===== src/design/rsti_pkg.sv =====
// Package for the radix numeral parser: shared constants, digit type and
// the character-to-digit decoder. No dependencies.
`timescale 1ns / 1ps

package rsti_pkg;

  localparam int unsigned ValueWidth = 32;
  localparam int unsigned RadixWidth = 6;
  localparam int unsigned CharWidth  = 8;

  localparam logic [RadixWidth-1:0] RadixReset = 6'd10;
  localparam logic [RadixWidth-1:0] MaxRadix   = 6'd36;
  localparam logic [CharWidth-1:0]  MinusSign  = 8'h2D;

  localparam logic [CharWidth-1:0] CharZero   = 8'h30;
  localparam logic [CharWidth-1:0] CharNine   = 8'h39;
  localparam logic [CharWidth-1:0] CharLowerA = 8'h61;
  localparam logic [CharWidth-1:0] CharLowerZ = 8'h7A;
  localparam logic [CharWidth-1:0] CharUpperA = 8'h41;
  localparam logic [CharWidth-1:0] CharUpperZ = 8'h5A;
  localparam logic [CharWidth-1:0] LetterBase = 8'd10;

  typedef struct packed {
    logic                  valid;
    logic [RadixWidth-1:0] digit;
  } digit_t;

  // Map a byte to 0..35, case-insensitive; flag anything else.
  function automatic digit_t char_to_digit(input logic [CharWidth-1:0] c);
    digit_t                r;
    logic [CharWidth-1:0]  diff;
    r    = '0;
    diff = '0;
    if (c >= CharZero && c <= CharNine) begin
      diff = c - CharZero;
      r.valid = 1'b1;
    end else if (c >= CharLowerA && c <= CharLowerZ) begin
      diff = c - CharLowerA + LetterBase;
      r.valid = 1'b1;
    end else if (c >= CharUpperA && c <= CharUpperZ) begin
      diff = c - CharUpperA + LetterBase;
      r.valid = 1'b1;
    end
    r.digit = diff[RadixWidth-1:0];
    return r;
  endfunction

endpackage


===== src/design/radix_string_to_integer_core.sv =====
// Radix numeral parser top level: input register, digit accumulate stage
// and result register. Depends on rsti_pkg.
// A result beat is loaded into the result register as the beat of its last
// character leaves the input register. Throughput: one character per cycle
// when in_stall_o is low; the radix multiply-add is combinational.
// Reset: asynchronous, active low; clears the stages, the numeral state and
// sets the radix to ten.
`timescale 1ns / 1ps

module radix_string_to_integer_core #(
  parameter int unsigned ValueWidth = rsti_pkg::ValueWidth
) (
  input  logic                                clk_i,
  input  logic                                rst_ni,
  input  logic                                cfg_valid_i,
  output logic                                cfg_ready_o,
  input  logic [rsti_pkg::RadixWidth-1:0]     cfg_radix_i,
  input  logic                                in_valid_i,
  output logic                                in_stall_o,
  input  logic [rsti_pkg::CharWidth-1:0]      character_i,
  input  logic                                last_char_i,
  output logic                                out_valid_o,
  input  logic                                out_stall_i,
  output logic signed [ValueWidth-1:0]        value_o,
  output logic                                bad_input_o,
  output logic                                overflowed_o
);

  localparam int unsigned RW = rsti_pkg::RadixWidth;
  localparam int unsigned PW = ValueWidth + RW;

  logic [RW-1:0]                    radix_q;
  logic                             s1_valid_q;
  logic [rsti_pkg::CharWidth-1:0]   s1_char_q;
  logic                             s1_last_q;
  logic [ValueWidth-1:0]            acc_q, acc_d;
  logic                             neg_q, neg_d;
  logic                             first_q, first_d;
  logic                             err_q, err_d;
  logic                             wrap_q, wrap_d;
  logic                             digits_q, digits_d;
  logic                             out_valid_q;
  logic [ValueWidth-1:0]            value_q, value_d;
  logic                             bad_q, bad_d;
  logic                             ovf_q;
  logic                             res_free, s1_adv, in_take;
  rsti_pkg::digit_t                 dig;
  logic [PW-1:0]                    sum;
  logic [ValueWidth-1:0]            acc_n;
  logic                             neg_n, err_n, wrap_n, digits_n;

  assign cfg_ready_o = 1'b1;

  always_ff @(posedge clk_i or negedge rst_ni) begin
    if (!rst_ni) begin
      radix_q <= rsti_pkg::RadixReset;
    end else if (cfg_valid_i) begin
      radix_q <= cfg_radix_i;
    end
  end

  assign res_free   = !out_valid_q || !out_stall_i;
  assign s1_adv     = s1_valid_q && (!s1_last_q || res_free);
  assign in_stall_o = s1_valid_q && !s1_adv;
  assign in_take    = in_valid_i && !in_stall_o;

  always_ff @(posedge clk_i or negedge rst_ni) begin
    if (!rst_ni) begin
      s1_valid_q <= 1'b0;
    end else if (in_take) begin
      s1_valid_q <= 1'b1;
    end else if (s1_adv) begin
      s1_valid_q <= 1'b0;
    end
  end

  always_ff @(posedge clk_i) begin
    if (in_take) begin
      s1_char_q <= character_i;
      s1_last_q <= last_char_i;
    end
  end

  assign dig = rsti_pkg::char_to_digit(s1_char_q);
  assign sum = ({{RW{1'b0}}, acc_q} * {{ValueWidth{1'b0}}, radix_q})
             + {{ValueWidth{1'b0}}, dig.digit};

  always_comb begin
    acc_n    = acc_q;
    neg_n    = neg_q;
    err_n    = err_q;
    wrap_n   = wrap_q;
    digits_n = digits_q;
    if (first_q && s1_char_q == rsti_pkg::MinusSign) begin
      neg_n = 1'b1;
    end else begin
      digits_n = 1'b1;
      if (!err_q) begin
        if (!dig.valid || dig.digit >= radix_q) begin
          err_n = 1'b1;
        end else begin
          acc_n = sum[ValueWidth-1:0];
          if (sum[PW-1:ValueWidth] != '0) begin
            wrap_n = 1'b1;
          end
        end
      end
    end

    bad_d   = err_n || !digits_n || (radix_q > rsti_pkg::MaxRadix);
    value_d = '0;
    if (!bad_d) begin
      value_d = neg_n ? (~acc_n + 1'b1) : acc_n;
    end

    if (s1_last_q) begin
      acc_d    = '0;
      neg_d    = 1'b0;
      first_d  = 1'b1;
      err_d    = 1'b0;
      wrap_d   = 1'b0;
      digits_d = 1'b0;
    end else begin
      acc_d    = acc_n;
      neg_d    = neg_n;
      first_d  = 1'b0;
      err_d    = err_n;
      wrap_d   = wrap_n;
      digits_d = digits_n;
    end
  end

  always_ff @(posedge clk_i or negedge rst_ni) begin
    if (!rst_ni) begin
      acc_q    <= '0;
      neg_q    <= 1'b0;
      first_q  <= 1'b1;
      err_q    <= 1'b0;
      wrap_q   <= 1'b0;
      digits_q <= 1'b0;
    end else if (s1_adv) begin
      acc_q    <= acc_d;
      neg_q    <= neg_d;
      first_q  <= first_d;
      err_q    <= err_d;
      wrap_q   <= wrap_d;
      digits_q <= digits_d;
    end
  end

  always_ff @(posedge clk_i or negedge rst_ni) begin
    if (!rst_ni) begin
      out_valid_q <= 1'b0;
    end else if (s1_adv && s1_last_q) begin
      out_valid_q <= 1'b1;
    end else if (!out_stall_i) begin
      out_valid_q <= 1'b0;
    end
  end

  always_ff @(posedge clk_i) begin
    if (s1_adv && s1_last_q) begin
      value_q <= value_d;
      bad_q   <= bad_d;
      ovf_q   <= wrap_n;
    end
  end

  assign out_valid_o  = out_valid_q;
  assign value_o      = value_q;
  assign bad_input_o  = bad_q;
  assign overflowed_o = ovf_q;

endmodule

===== config.mk =====
export PLATFORM = sky130hd
export DESIGN_NAME = radix_string_to_integer_core
export DESIGN_NICKNAME = d
export VERILOG_FILES = /design/src/design/rsti_pkg.sv /design/src/design/radix_string_to_integer_core.sv
export SDC_FILE = /design/constraint.sdc
export NUM_CORES = 1
export LEC_CHECK = 0
export BUFFER_PORTS_ARGS = -buffer_cell sky130_fd_sc_hd__buf_2
export CORE_MARGIN = 5
export CORE_UTILIZATION = 45
export CTS_CLUSTER_SIZE = 8
export DETAILED_ROUTE_END_ITERATION = 12
export PLACE_DENSITY = 0.72
export SLEW_MARGIN = 20
export SYNTH_ARGS = -nofsm -noshare
export SYNTH_HDL_FRONTEND = slang
export SYNTH_SLANG_ARGS = --single-unit

===== constraint.sdc =====
create_clock -name clk_i -period 17.4 [get_ports clk_i]
set_input_delay 1.74 -clock clk_i [delete_from_list [all_inputs] [get_ports clk_i]]
set_output_delay 1.74 -clock clk_i [all_outputs]
set_load 0.005 [all_outputs]

* Yosys cells after proc, flatten, opt, wreduce, memory -nomap -nowiden
Index checks and enable logic that the tools add are counted.
** Word-level totals
- Register bits after elaboration :: 88
- Latch bits :: 0
- Bits in writable memories :: 0
- ROM bits :: 0
- Input bits :: 20
- Output and inout bits :: 37
- Logic and storage cells :: 84
- Memories kept :: 0
** Cells by class
- Add/subtract/negate cells :: 7
- $mul :: 1
- Divide/modulo/power cells :: 0
- $lt $le $gt $ge :: 8
- Equality and inequality tests :: 2
- Shift operators :: 0
- Muxes and demuxes :: 29
- Bitwise logic cells :: 1
- Reduce and logical (&&, ||, !) cells :: 22
** Operators with widths (number)
- 2-to-1 mux 32 bit :: 5
- adder 38 x 6 -> 38 bit :: 1
- multiplier 32 x 6 -> 38 bit :: 1
- adder 32 x 1 -> 32 bit (second input constant) :: 1
- inverter 32 bit :: 1
- 2-to-1 mux 1 bit :: 21
- 2-to-1 mux 6 bit :: 3
- >= comparator 8 x 7 -> 1 bit (second input constant) :: 2
- <= comparator 8 x 7 -> 1 bit (second input constant) :: 2
- adder 6 x 4 -> 6 bit (second input constant) :: 2
- subtractor 6 bit (second input constant) :: 2
- == test 8 x 6 -> 1 bit (second input constant) :: 1
- >= comparator 8 x 6 -> 1 bit (second input constant) :: 1
- <= comparator 8 x 6 -> 1 bit (second input constant) :: 1
- logical AND 1 bit :: 8
- logical NOT 1 bit :: 7
- >= comparator 6 bit :: 1
- > comparator 6 bit (second input constant) :: 1
- nonzero test 6 bit :: 1
- subtractor 6 x 1 -> 6 bit (second input constant) :: 1
- logical OR 1 bit :: 5
- != test 2 x 1 -> 1 bit (second input constant) :: 1
- nonzero test 2 bit :: 1

* Longest topological paths before layout
Gate-level depths: netlist (run 1).
- Word-level depth :: 13
- Mapped depth :: 26
- Gate-level depth less buffers :: 23

* Worst setup path after synthesis (run 1)
OpenSTA, ideal clock, no wires.
- Kind :: flip-flop to flip-flop
- From :: register s1_char_q[0] in the netlist's numbering
- To :: register value_q[30] (netlist: value_o[30]) (data pin)
- Library setup time :: 0.259 ns
- Arrival time :: 6.001 ns
- Data required time :: 17.141 ns
- Path slack :: 11.140 ns
- Stages on the path, launching flop included :: 26
- Path buffers :: 3
- Clock period less this slack :: 6.260 ns
- Cell sequence :: edfxtp_1 -> ha_1 -> or4b_1 -> o2111a_1 -> o21a_1 -> nor3_2 -> nand2b_1 -> inv_1 -> ha_1 -> a21o_1 -> a211oi_1 -> o211a_1 -> o31a_1 -> buf_6 -> buf_2 -> buf_1 -> mux2i_1 -> ha_1 -> nand2_1 -> nor4_1 -> nor4b_1 -> a41oi_1 -> nor4_1 -> nand2_1 -> o21ba_1 -> a211o_1
** On the way
- Word-level cells in the longest chain between the ends :: 13
- Elaborated cells on any way between the ends :: 40
- Those cells by class :: add/sub (7); order compare (7); eq/ne (1); mux (15); bitwise (1); reduce/logical (9)
** RTL lines
- start, declared :: RTL line radix_string_to_integer_core.sv:34 : logic [rsti_pkg::CharWidth-1:0] s1_char_q;
- start signal, assigned :: RTL line radix_string_to_integer_core.sv:79 : s1_char_q <= character_i;
- branches (longest 13 deep; another with adder 38 x 6 -> 38 bit)
- end signal, assigned :: RTL line radix_string_to_integer_core.sv:163 : value_q <= value_d;
- end, declared :: RTL line radix_string_to_integer_core.sv:43 : logic [ValueWidth-1:0] value_q, value_d;
Parallel ways; which one is timed is not known.
A chain may end at the register's enable or synchronous reset.

* Worst setup path in the final report (run 1)
- From :: register s1_char_q[0] in the netlist's numbering
- To :: register value_q[28] (netlist: value_o[28]) (data pin)
Same word-level chain as after synthesis.

==> flow_summary.html, run 1 <==
<table>
<tr><th>Metric</th><th>Value</th></tr>
<tr><th colspan="2">Routing</th></tr>
<tr><td>Post-route DRC</td><td>0</td></tr>
<tr><td>Drt via density</td><td>5.98</td></tr>
<tr><td>Number of iterations in the first detailed-routing pass</td><td>7</td></tr>
<tr><td>Routed vias</td><td>9949</td></tr>
<tr><td>Number of design-rule violations left by the first detailed-router iteration</td><td>856</td></tr>
<tr><td>Routed WL per cell</td><td>20.2 um</td></tr>
<tr><td>Antenna-violating nets left</td><td>0</td></tr>
<tr><td>Wire length after detailed routing</td><td>33600 um</td></tr>
<tr><th colspan="2">Global route</th></tr>
<tr><td>Combined global-route utilization of all metal layers</td><td>22.8%</td></tr>
<tr><td>First-pass GRT wire length</td><td>55400 um</td></tr>
<tr><td>GRT overflow</td><td>0</td></tr>
<tr><td>Number of antenna violations at the first check in global routing</td><td>0</td></tr>
<tr><td>Vias in the first global route</td><td>10100</td></tr>
<tr><td>Largest net degree at the start of global routing</td><td>56</td></tr>
<tr><th colspan="2">Setup path</th></tr>
<tr><td>Largest fanout on the critical path</td><td>9</td></tr>
<tr><td>Beginning of the worst register-to-register path</td><td>s1_char_q[0]</td></tr>
<tr><td>Launching instance or port of the critical path</td><td>s1_char_q[0]</td></tr>
<tr><td>CP endpoint kind</td><td>flop</td></tr>
<tr><td>Category of the most critical setup path</td><td>reg -&gt; reg</td></tr>
<tr><td>Startpoint kind of the worst setup timing path</td><td>flop</td></tr>
<tr><td>WP data required</td><td>17590 ps</td></tr>
<tr><td>Slack of the worst reg-to-reg path</td><td>10240 ps</td></tr>
<tr><td>Data arrival time of the critical path</td><td>7350 ps</td></tr>
<tr><th colspan="2">Clock network</th></tr>
<tr><td>Clk Tree Root Cell</td><td>sky130_fd_sc_hd__clkbuf_16</td></tr>
<tr><td>Worst-Skew Late Latency</td><td>370 ps</td></tr>
<tr><td>Postcts setup bufs</td><td>0</td></tr>
<tr><td>Maximum level of the CTS H-tree</td><td>3</td></tr>
<tr><td>Post-CTS Resized</td><td>0</td></tr>
<tr><td>Quantity of hold-fixing buffers added after cts</td><td>0</td></tr>
<tr><td>Largest buffer count on any clock path</td><td>2</td></tr>
<tr><td>Clock-pin slew on the worst setup and hold paths</td><td>80 ps</td></tr>
<tr><td>TritonCTS clock tree</td><td>built</td></tr>
<tr><td>Number of sinks handled by clock tree synthesis</td><td>88</td></tr>
<tr><td>Total clock buffers created by CTS</td><td>9</td></tr>
<tr><th colspan="2">Finish</th></tr>
<tr><td>Fill cells</td><td>2460</td></tr>
<tr><td>Commonest cells after routing, fill and taps aside</td><td>sky130_fd_sc_hd__and2_1 (163), sky130_fd_sc_hd__fa_1 (124), sky130_fd_sc_hd__nand2_1 (122)</td></tr>
<tr><td>Area growth from synthesis to layout</td><td>6.36%</td></tr>
<tr><td>Layout Nets</td><td>1566</td></tr>
<tr><td>Antenna diode count</td><td>0</td></tr>
<tr><td>Layout cells sized above 1</td><td>8.57%</td></tr>
<tr><td>Most common cell after layout, fill and taps aside</td><td>sky130_fd_sc_hd__and2_1</td></tr>
<tr><th colspan="2">Timing</th></tr>
<tr><td>RSZ-0062 raised after global routing</td><td>false</td></tr>
<tr><td>Achievable frequency</td><td>0.140 GHz</td></tr>
<tr><td>Number of failing hold endpoints at the final stage</td><td>0</td></tr>
<tr><td>Total setup violations reported at the end of the flow</td><td>0</td></tr>
<tr><td>Number of max-slew violations in the final report</td><td>0</td></tr>
<tr><td>Final clock skew</td><td>20.2 ps</td></tr>
<tr><td>Fin crit share</td><td>41.2%</td></tr>
<tr><td>Final worst slack</td><td>10240 ps</td></tr>
<tr><td>Actual slew at the worst max-slew pin</td><td>1080 ps</td></tr>
<tr><td>Min cycle time layout</td><td>7160 ps</td></tr>
<tr><td>Relative slew margins</td><td>27.8%</td></tr>
<tr><td>Post-Route Setup TNS</td><td>0 ps</td></tr>
<tr><th colspan="2">Floorplan</th></tr>
<tr><td>Number of rows in the core area</td><td>59</td></tr>
<tr><td>Die Span X</td><td>173 um</td></tr>
<tr><td>Die Y-Extent</td><td>173 um</td></tr>
<tr><td>Number of top-level pins</td><td>57</td></tr>
<tr><td>Floorplan Core Area</td><td>0.0261 mm2</td></tr>
<tr><td>Effective utilization at floorplan</td><td>45.8%</td></tr>
<tr><td>Die area</td><td>0.0299 mm2</td></tr>
<tr><th colspan="2">Pwr</th></tr>
<tr><td>Worst vdd ir</td><td>0.0539 mV</td></tr>
<tr><td>Total power per unit cell area</td><td>43.9 mW/mm2</td></tr>
<tr><td>Total leakage power</td><td>6.04 nW</td></tr>
<tr><td>Power, Total</td><td>0.000558 W</td></tr>
<tr><th colspan="2">Placement</th></tr>
<tr><td>Final GP Congestion</td><td>0.973</td></tr>
<tr><td>Number of I/O port buffers</td><td>55</td></tr>
<tr><td>Post-place setup slack</td><td>10400 ps</td></tr>
<tr><td>HPWL after detailed placement</td><td>25500 um</td></tr>
<tr><th colspan="2">Status</th></tr>
<tr><td>Outcome</td><td>finished clean</td></tr>
<tr><th colspan="2">Yosys</th></tr>
<tr><td>Post-synthesis net count</td><td>1564</td></tr>
<tr><td>Average cell area after synthesis</td><td>9.02 um2</td></tr>
<tr><td>Synthesized area</td><td>0.0119 mm2</td></tr>
<tr><td>Fraction of the yosys area taken by sequential cells</td><td>20.3%</td></tr>
<tr><td>Warnings from Yosys</td><td>0</td></tr>
<tr><td>Distinct cell type count after synthesis</td><td>84</td></tr>
<tr><td>Most used flip-flop cell after synthesis</td><td>sky130_fd_sc_hd__edfxtp_1</td></tr>
<tr><td>Number of enable-type register cells in the synthesized netlist</td><td>43</td></tr>
<tr><td>Flop and latch count out of synthesis</td><td>88</td></tr>
<tr><td>Ys async rst share</td><td>51.1%</td></tr>
<tr><td>Gate count of the mapped netlist</td><td>1323</td></tr>
<tr><th colspan="2">Job</th></tr>
<tr><td>Number of violations of the max-capacitance limit</td><td>0</td></tr>
<tr><th colspan="2">Worst hold path</th></tr>
<tr><td>Worst hold path class</td><td>reg -&gt; reg</td></tr>
<tr><td>Origin of the worst min-delay path</td><td>first_q</td></tr>
</table>
[cells in the mapped netlist, types with 6 or more instances]
| master | instances | share of area [%] |
|---|---|---|
| sky130_fd_sc_hd__a211oi_1 | 13 | 0.82 |
| sky130_fd_sc_hd__a21o_1 | 15 | 0.94 |
| sky130_fd_sc_hd__a21oi_1 | 56 | 2.3 |
| sky130_fd_sc_hd__a22o_1 | 15 | 1.1 |
| sky130_fd_sc_hd__a31oi_1 | 13 | 0.68 |
| sky130_fd_sc_hd__and2_1 | 163 | 8.5 |
| sky130_fd_sc_hd__and3_1 | 10 | 0.52 |
| sky130_fd_sc_hd__buf_1 | 6 | 0.19 |
| sky130_fd_sc_hd__buf_2 | 10 | 0.42 |
| sky130_fd_sc_hd__clkbuf_1 | 54 | 1.7 |
| sky130_fd_sc_hd__dfrtp_1 | 42 | 8.8 |
| sky130_fd_sc_hd__edfxtp_1 | 43 | 11 |
| sky130_fd_sc_hd__fa_1 | 124 | 21 |
| sky130_fd_sc_hd__ha_1 | 97 | 10 |
| sky130_fd_sc_hd__inv_1 | 105 | 3.3 |
| sky130_fd_sc_hd__mux2i_1 | 19 | 1.6 |
| sky130_fd_sc_hd__nand2_1 | 122 | 3.8 |
| sky130_fd_sc_hd__nand2b_1 | 9 | 0.47 |
| sky130_fd_sc_hd__nand3_1 | 20 | 0.84 |
| sky130_fd_sc_hd__nand4_1 | 13 | 0.68 |
| sky130_fd_sc_hd__nor2_1 | 88 | 2.8 |
| sky130_fd_sc_hd__nor3_1 | 28 | 1.2 |
| sky130_fd_sc_hd__nor4_1 | 14 | 0.73 |
| sky130_fd_sc_hd__o211ai_1 | 6 | 0.38 |
| sky130_fd_sc_hd__o21a_1 | 7 | 0.44 |
| sky130_fd_sc_hd__o21ai_0 | 39 | 1.6 |
| sky130_fd_sc_hd__o31ai_1 | 12 | 0.75 |
| sky130_fd_sc_hd__or3_1 | 10 | 0.52 |
| sky130_fd_sc_hd__xnor2_1 | 23 | 1.7 |
| sky130_fd_sc_hd__xor2_1 | 24 | 1.8 |
[worst max-delay path: stages, from the launching register on]
cell and delay [ps]:
sky130_fd_sc_hd__edfxtp_1 520, sky130_fd_sc_hd__ha_1 280, sky130_fd_sc_hd__or4b_1 500, sky130_fd_sc_hd__o2111a_1 250, sky130_fd_sc_hd__o21a_1 180, sky130_fd_sc_hd__nor3_2 560, sky130_fd_sc_hd__nand2b_1 270, sky130_fd_sc_hd__inv_1 70
sky130_fd_sc_hd__ha_1 290, sky130_fd_sc_hd__a21o_1 180, sky130_fd_sc_hd__a211oi_1 310, sky130_fd_sc_hd__o211a_1 270, sky130_fd_sc_hd__o31a_2 270, sky130_fd_sc_hd__mux2i_1 380, sky130_fd_sc_hd__ha_1 300, sky130_fd_sc_hd__nand2_1 70
sky130_fd_sc_hd__nor4_1 380, sky130_fd_sc_hd__nor4b_1 390, sky130_fd_sc_hd__a41oi_1 360, sky130_fd_sc_hd__nor4_1 470, sky130_fd_sc_hd__nand2_1 160, sky130_fd_sc_hd__or3_1 370, sky130_fd_sc_hd__o211ai_1 140
[path summary, 6_finish.rpt]
kind                               endpoint  cells after the start
worst min-delay path                first_q                      2
worst max register to register  value_o[28]                     22
max in group asynchronous          digits_q                      2
worst max-delay path            value_o[28]                     22
worst min register to register      first_q                      2
min in group asynchronous         acc_q[21]                      2
[sequential cells by signal, indices dropped and copies added, names as in the netlist]
| signal | cells |
|---|---|
| s1_char_q | 8 |
| value_o | 32 |
| err_q | 1 |
| digits_q | 1 |
| out_valid_o | 1 |
| first_q | 1 |
| bad_input_o | 1 |
| s1_last_q | 1 |
| acc_q | 32 |
| s1_valid_q | 1 |
| radix_q | 6 |
| neg_q | 1 |
| wrap_q | 1 |
| overflowed_o | 1 |
[power breakdown]
| group | total, W | leakage [nW] | switching (W) | internal, W |
|---|---|---|---|---|
| logic | 0.000117 | 4.89 | 0.0000806 | 0.0000366 |
| clock network | 0.000202 | 0.136 | 0.000102 | 0.0000997 |
| registers | 0.000239 | 1.01 | 0.0000120 | 0.000227 |
[per-stage QoR]
step / cells / hold WS (ps) / area [um2] / util (%)
after floorplan: 1323 / 439 / 11900 / -
after global placement: 1649 / 462 / 12400 / 47.6
after detailed placement: 1649 / 469 / 12400 / 47.6
after CTS: 1665 / 482 / 12700 / 48.7
after global routing: 1665 / 509 / 12700 / 48.7
final: 1665 / 480 / 12700 / 48.7
[layer usage]
| layer | part of all wire (%) | vias up | GRT usage [%] | wire length, um |
|---|---|---|---|---|
| li1 | - | 4578 | - | - |
| met1 | 44 | 4886 | 31.8 | 14800 |
| met5 | 0 | - | 0 | 0 |
| met2 | 45 | 414 | 35.8 | 15300 |
| met3 | 7.9 | 71 | 4.78 | 2660 |
| met4 | 2.7 | 0 | 6.81 | 917 |
[area by class of cell]
| cell class | instances | area (um2) | share of cell area (%) |
|---|---|---|---|
| Clock inverter | 7 | 62.6 | 0.493 |
| Multi-Input combinational cell | 1056 | 8830 | 69.5 |
| Clock buffer | 9 | 225 | 1.77 |
| Sequential cell | 88 | 2420 | 19.1 |
| Inverter | 105 | 394 | 3.10 |
| Timing Repair Buffer | 65 | 350 | 2.76 |
| Tap cell | 335 | 419 | 3.30 |
[cells by family (layout without fill, tap and decap cells)]
kind of cell               count (synthesis)  in the layout  share of synthesized area [%]
buffers and inverters                    179            186                           5.92
muxes                                     24             24                           2.06
AOI/OAI and AO/OA                        251            251                           14.7
DFF                                       88             88                           20.3
other                                      1              1                         0.0314
adders and majority gates                221            221                           31.0
and+or+nand+nor                          512            512                           22.6
xor gates and xnor gates                  47             47                           3.45
(Power assumes the default switching activity.)
==> run 2, diff against run 1 <==
--- a/config.mk
+++ b/config.mk
@@ -10,7 +10,7 @@
 export CORE_UTILIZATION = 45
 export CTS_CLUSTER_SIZE = 8
 export DETAILED_ROUTE_END_ITERATION = 12
-export PLACE_DENSITY = 0.72
+export PLACE_DENSITY = 0.75
 export SLEW_MARGIN = 20
 export SYNTH_ARGS = -nofsm -noshare
 export SYNTH_HDL_FRONTEND = slang
==> constraint.sdc (replaced) <==
create_clock -name clk_i -period 6 [get_ports clk_i]
set_input_delay 0.6 -clock clk_i [delete_from_list [all_inputs] [get_ports clk_i]]
set_output_delay 0.6 -clock clk_i [all_outputs]
set_load 0.005 [all_outputs]
==> run 2 against run 1 <==
Maximum frequency grew 23%. Count of clock-buffer cells in the layout is 1 higher. Clock power rose to 2.8 times the previous value. First-iteration DRC count is 27% higher. Wire length is 6.4% higher. Critical path depth down 4. Critical path type unchanged.
==> flow_summary.html, run 2 (synthesis results as in run 1) <==
<table>
<tr><th>Metric</th><th>Value</th></tr>
<tr><th colspan="2">Global route</th></tr>
<tr><td>Vias in the first global route</td><td>10600 (+4.9%)</td></tr>
<tr><td>Number of antenna violations at the first check in global routing</td><td>2 (+2)</td></tr>
<tr><td>First-pass GRT wire length</td><td>56700 um (+2.5%)</td></tr>
<tr><td>Combined global-route utilization of all metal layers</td><td>23.4% (+0.62 points)</td></tr>
<tr><td>Largest net degree at the start of global routing</td><td>51 (-8.9%)</td></tr>
<tr><td>GRT overflow</td><td>0 (unchanged)</td></tr>
<tr><th colspan="2">Floorplan</th></tr>
<tr><td>Number of top-level pins</td><td>57 (unchanged)</td></tr>
<tr><td>Die area</td><td>0.0299 mm2 (unchanged)</td></tr>
<tr><td>Effective utilization at floorplan</td><td>45.8% (unchanged)</td></tr>
<tr><td>Floorplan Core Area</td><td>0.0261 mm2 (unchanged)</td></tr>
<tr><td>Die Y-Extent</td><td>173 um (unchanged)</td></tr>
<tr><td>Number of rows in the core area</td><td>59 (unchanged)</td></tr>
<tr><td>Die Span X</td><td>173 um (unchanged)</td></tr>
<tr><th colspan="2">Routing</th></tr>
<tr><td>Routed WL per cell</td><td>20.3 um (+0.74%)</td></tr>
<tr><td>Routed vias</td><td>10500 (+5.7%)</td></tr>
<tr><td>Number of design-rule violations left by the first detailed-router iteration</td><td>1091 (+27%)</td></tr>
<tr><td>Number of iterations in the first detailed-routing pass</td><td>6 (-1)</td></tr>
<tr><td>Post-route DRC</td><td>0 (unchanged)</td></tr>
<tr><td>Wire length after detailed routing</td><td>35800 um (+6.4%)</td></tr>
<tr><td>Antenna-violating nets left</td><td>0 (unchanged)</td></tr>
<tr><td>Drt via density</td><td>5.98 (about the same)</td></tr>
<tr><th colspan="2">Timing</th></tr>
<tr><td>Post-Route Setup TNS</td><td>0 ps (unchanged)</td></tr>
<tr><td>Actual slew at the worst max-slew pin</td><td>1120 ps (+37.4 ps)</td></tr>
<tr><td>Number of failing hold endpoints at the final stage</td><td>0 (unchanged)</td></tr>
<tr><td>RSZ-0062 raised after global routing</td><td>true</td></tr>
<tr><td>Min cycle time layout</td><td>5840 ps (-1320 ps)</td></tr>
<tr><td>Final clock skew</td><td>15.0 ps (-5.18 ps)</td></tr>
<tr><td>Number of max-slew violations in the final report</td><td>0 (unchanged)</td></tr>
<tr><td>Hold WS</td><td>356 ps (-124 ps)</td></tr>
<tr><td>Total setup violations reported at the end of the flow</td><td>0 (unchanged)</td></tr>
<tr><td>Achievable frequency</td><td>0.171 GHz (+23%)</td></tr>
<tr><td>Fin crit share</td><td>97.3% (+56 points)</td></tr>
<tr><td>Relative slew margins</td><td>25.0% (-2.8 points)</td></tr>
<tr><th colspan="2">Finish</th></tr>
<tr><td>Most common cell after layout, fill and taps aside</td><td>sky130_fd_sc_hd__and2_1</td></tr>
<tr><td>Commonest cells after routing, fill and taps aside</td><td>sky130_fd_sc_hd__and2_1 (162), sky130_fd_sc_hd__fa_1 (124), sky130_fd_sc_hd__nand2_1 (122)</td></tr>
<tr><td>Layout cells sized above 1</td><td>17.7% (+9.1 points)</td></tr>
<tr><td>Area of all placed cells without fillers</td><td>0.0137 mm2 (+8.1%)</td></tr>
<tr><td>Antenna diode count</td><td>0 (unchanged)</td></tr>
<tr><td>Area growth from synthesis to layout</td><td>14.9%</td></tr>
<tr><td>Layout Nets</td><td>1660 (+6.0%)</td></tr>
<tr><th colspan="2">Setup path</th></tr>
<tr><td>Largest fanout on the critical path</td><td>7 (-2)</td></tr>
<tr><td>CP endpoint kind</td><td>flop</td></tr>
<tr><td>Most Frequent Cell on Critical Path</td><td>sky130_fd_sc_hd__fa_1</td></tr>
<tr><td>Data arrival time of the critical path</td><td>5950 ps (-1400 ps)</td></tr>
<tr><td>Series of cell instances along the critical path</td><td>buf_4 -&gt; and2_1 -&gt; fa_1 -&gt; fa_1 -&gt; fa_1 -&gt; ha_1 -&gt; ha_1 -&gt; buf_4 -&gt; a21oi_1 -&gt; nor2_1 -&gt; nor3_4 -&gt; a21oi_2 -&gt; or3_4 -&gt; a311o_1 -&gt; o32a_1 -&gt; or3_4 -&gt; o21ba_1 -&gt; a211o_1</td></tr>
<tr><td>Startpoint kind of the worst setup timing path</td><td>flop</td></tr>
<tr><td>Slowest-stage cell, CP</td><td>sky130_fd_sc_hd__dfstp_2</td></tr>
<tr><td>Max stage delay on crit path</td><td>580 ps (+20 ps)</td></tr>
<tr><td>Category of the most critical setup path</td><td>reg -&gt; reg</td></tr>
<tr><td>WP data required</td><td>6110 ps (-11480 ps)</td></tr>
<tr><th colspan="2">Status</th></tr>
<tr><td>Outcome</td><td>finished clean</td></tr>
<tr><th colspan="2">Placement</th></tr>
<tr><td>HPWL after detailed placement</td><td>27100 um (+6.5%)</td></tr>
<tr><td>Final GP Congestion</td><td>1.05 (+7.6%)</td></tr>
<tr><td>Post-place instance area</td><td>0.0131 mm2 (+5.5%)</td></tr>
<tr><td>Number of I/O port buffers</td><td>55 (unchanged)</td></tr>
<tr><th colspan="2">Pwr</th></tr>
<tr><td>Worst vdd ir</td><td>0.102 mV (+88%)</td></tr>
<tr><td>Total leakage power</td><td>6.56 nW (+8.7%)</td></tr>
<tr><td>Total power per unit cell area</td><td>124 mW/mm2 (+180%)</td></tr>
<tr><td>Power, Total</td><td>0.00171 W (+210%)</td></tr>
<tr><th colspan="2">Clock network</th></tr>
<tr><td>Quantity of hold-fixing buffers added after cts</td><td>0 (unchanged)</td></tr>
<tr><td>Largest buffer count on any clock path</td><td>2 (unchanged)</td></tr>
<tr><td>Worst-Skew Late Latency</td><td>370 ps (about the same)</td></tr>
<tr><td>Clock-pin slew on the worst setup and hold paths</td><td>80 ps (about the same)</td></tr>
<tr><td>Number of sinks handled by clock tree synthesis</td><td>88 (unchanged)</td></tr>
<tr><td>TritonCTS clock tree</td><td>built</td></tr>
<tr><td>Clk Tree Root Cell</td><td>sky130_fd_sc_hd__clkbuf_16</td></tr>
<tr><td>Maximum level of the CTS H-tree</td><td>3 (unchanged)</td></tr>
<tr><td>Total clock buffers created by CTS</td><td>9 (unchanged)</td></tr>
<tr><th colspan="2">Job</th></tr>
<tr><td>Number of violations of the max-capacitance limit</td><td>0 (unchanged)</td></tr>
<tr><th colspan="2">Worst hold path</th></tr>
<tr><td>Worst hold path class</td><td>in -&gt; async</td></tr>
</table>
## run 2: cell types whose count changed in the layout (fill, tap and decap cells not counted), sizes merged
cell,previous run,this run
inv,108,106
clkinv,2,3
buf,65,159
clkbuf,9,10
## run 2: timing repair
item	4_1_cts	5_1_grt
setup endpoints to repair	2	23
pin swaps	0	15
resized for setup	1	57
setup buffers	0	8
endpoints found under the hold margin	0	0
## run 2: cell type report
cell class / instances / area [um2]
Clock inverter: 6 / 42.5
Clock buffer: 10 / 239
Timing Repair Buffer: 159 / 1090
Inverter: 105 / 394
Sequential cell: 88 / 2420
Fill cell: 2358 / 12300
Tap cell: 335 / 419
Multi-Input combinational cell: 1056 / 9110
## run 2: path summary, 6_finish.rpt
check | cells after the start | to | slack (ps) | start
worst max-delay path | 18 | value_o[30] | 160 | radix_q[3]
worst min-delay path | 2 | acc_q[10] | 360 | rst_ni
worst max register to register | 18 | value_o[30] | 160 | radix_q[3]
worst min register to register | 2 | first_q | 480 | first_q
max in group asynchronous | 2 | acc_q[26] | 5150 | rst_ni
min in group clk_i | 1 | s1_char_q[2] | 410 | character_i[2]
## run 2: per-stage QoR
step	cells	utilization, %	setup WS, ps
global placement	1735	50.2	86.4
finish	1759	52.7	160
CTS	1751	51.4	14.9
global route	1759	52.7	-62.5
detailed placement	1735	50.2	-15.2
floorplan	1323	-	40.5
## run 2: power by group
| group | switching, W | total [W] | internal (W) |
|---|---|---|---|
| sequential | 0.0000180 | 0.000677 | 0.000659 |
| combinational | 0.000286 | 0.000467 | 0.000181 |
| clock | 0.000269 | 0.000562 | 0.000293 |
| total | 0.000573 | 0.00171 | 0.00113 |
## run 2: worst max-delay path: cells and delay by family, from the launching register on
kind	cells	cell delay, ps
AO/OA/AOI/OAI	6	1360
adder cells (fa/ha/maj)	5	2160
buffers and inverters	2	330
flip-flops	1	580
AND/OR/NAND/NOR	5	1130
## run 2: per-layer routing
metal | GRT usage (%) | vias up | wire, um
met2 | 37.8 | 537 | 16700
met3 | 4.83 | 125 | 3120
met5 | 0 | - | 22
met1 | 31.1 | 5090 | 14600
met4 | 8.58 | 4 | 1360
li1 | - | 4762 | -
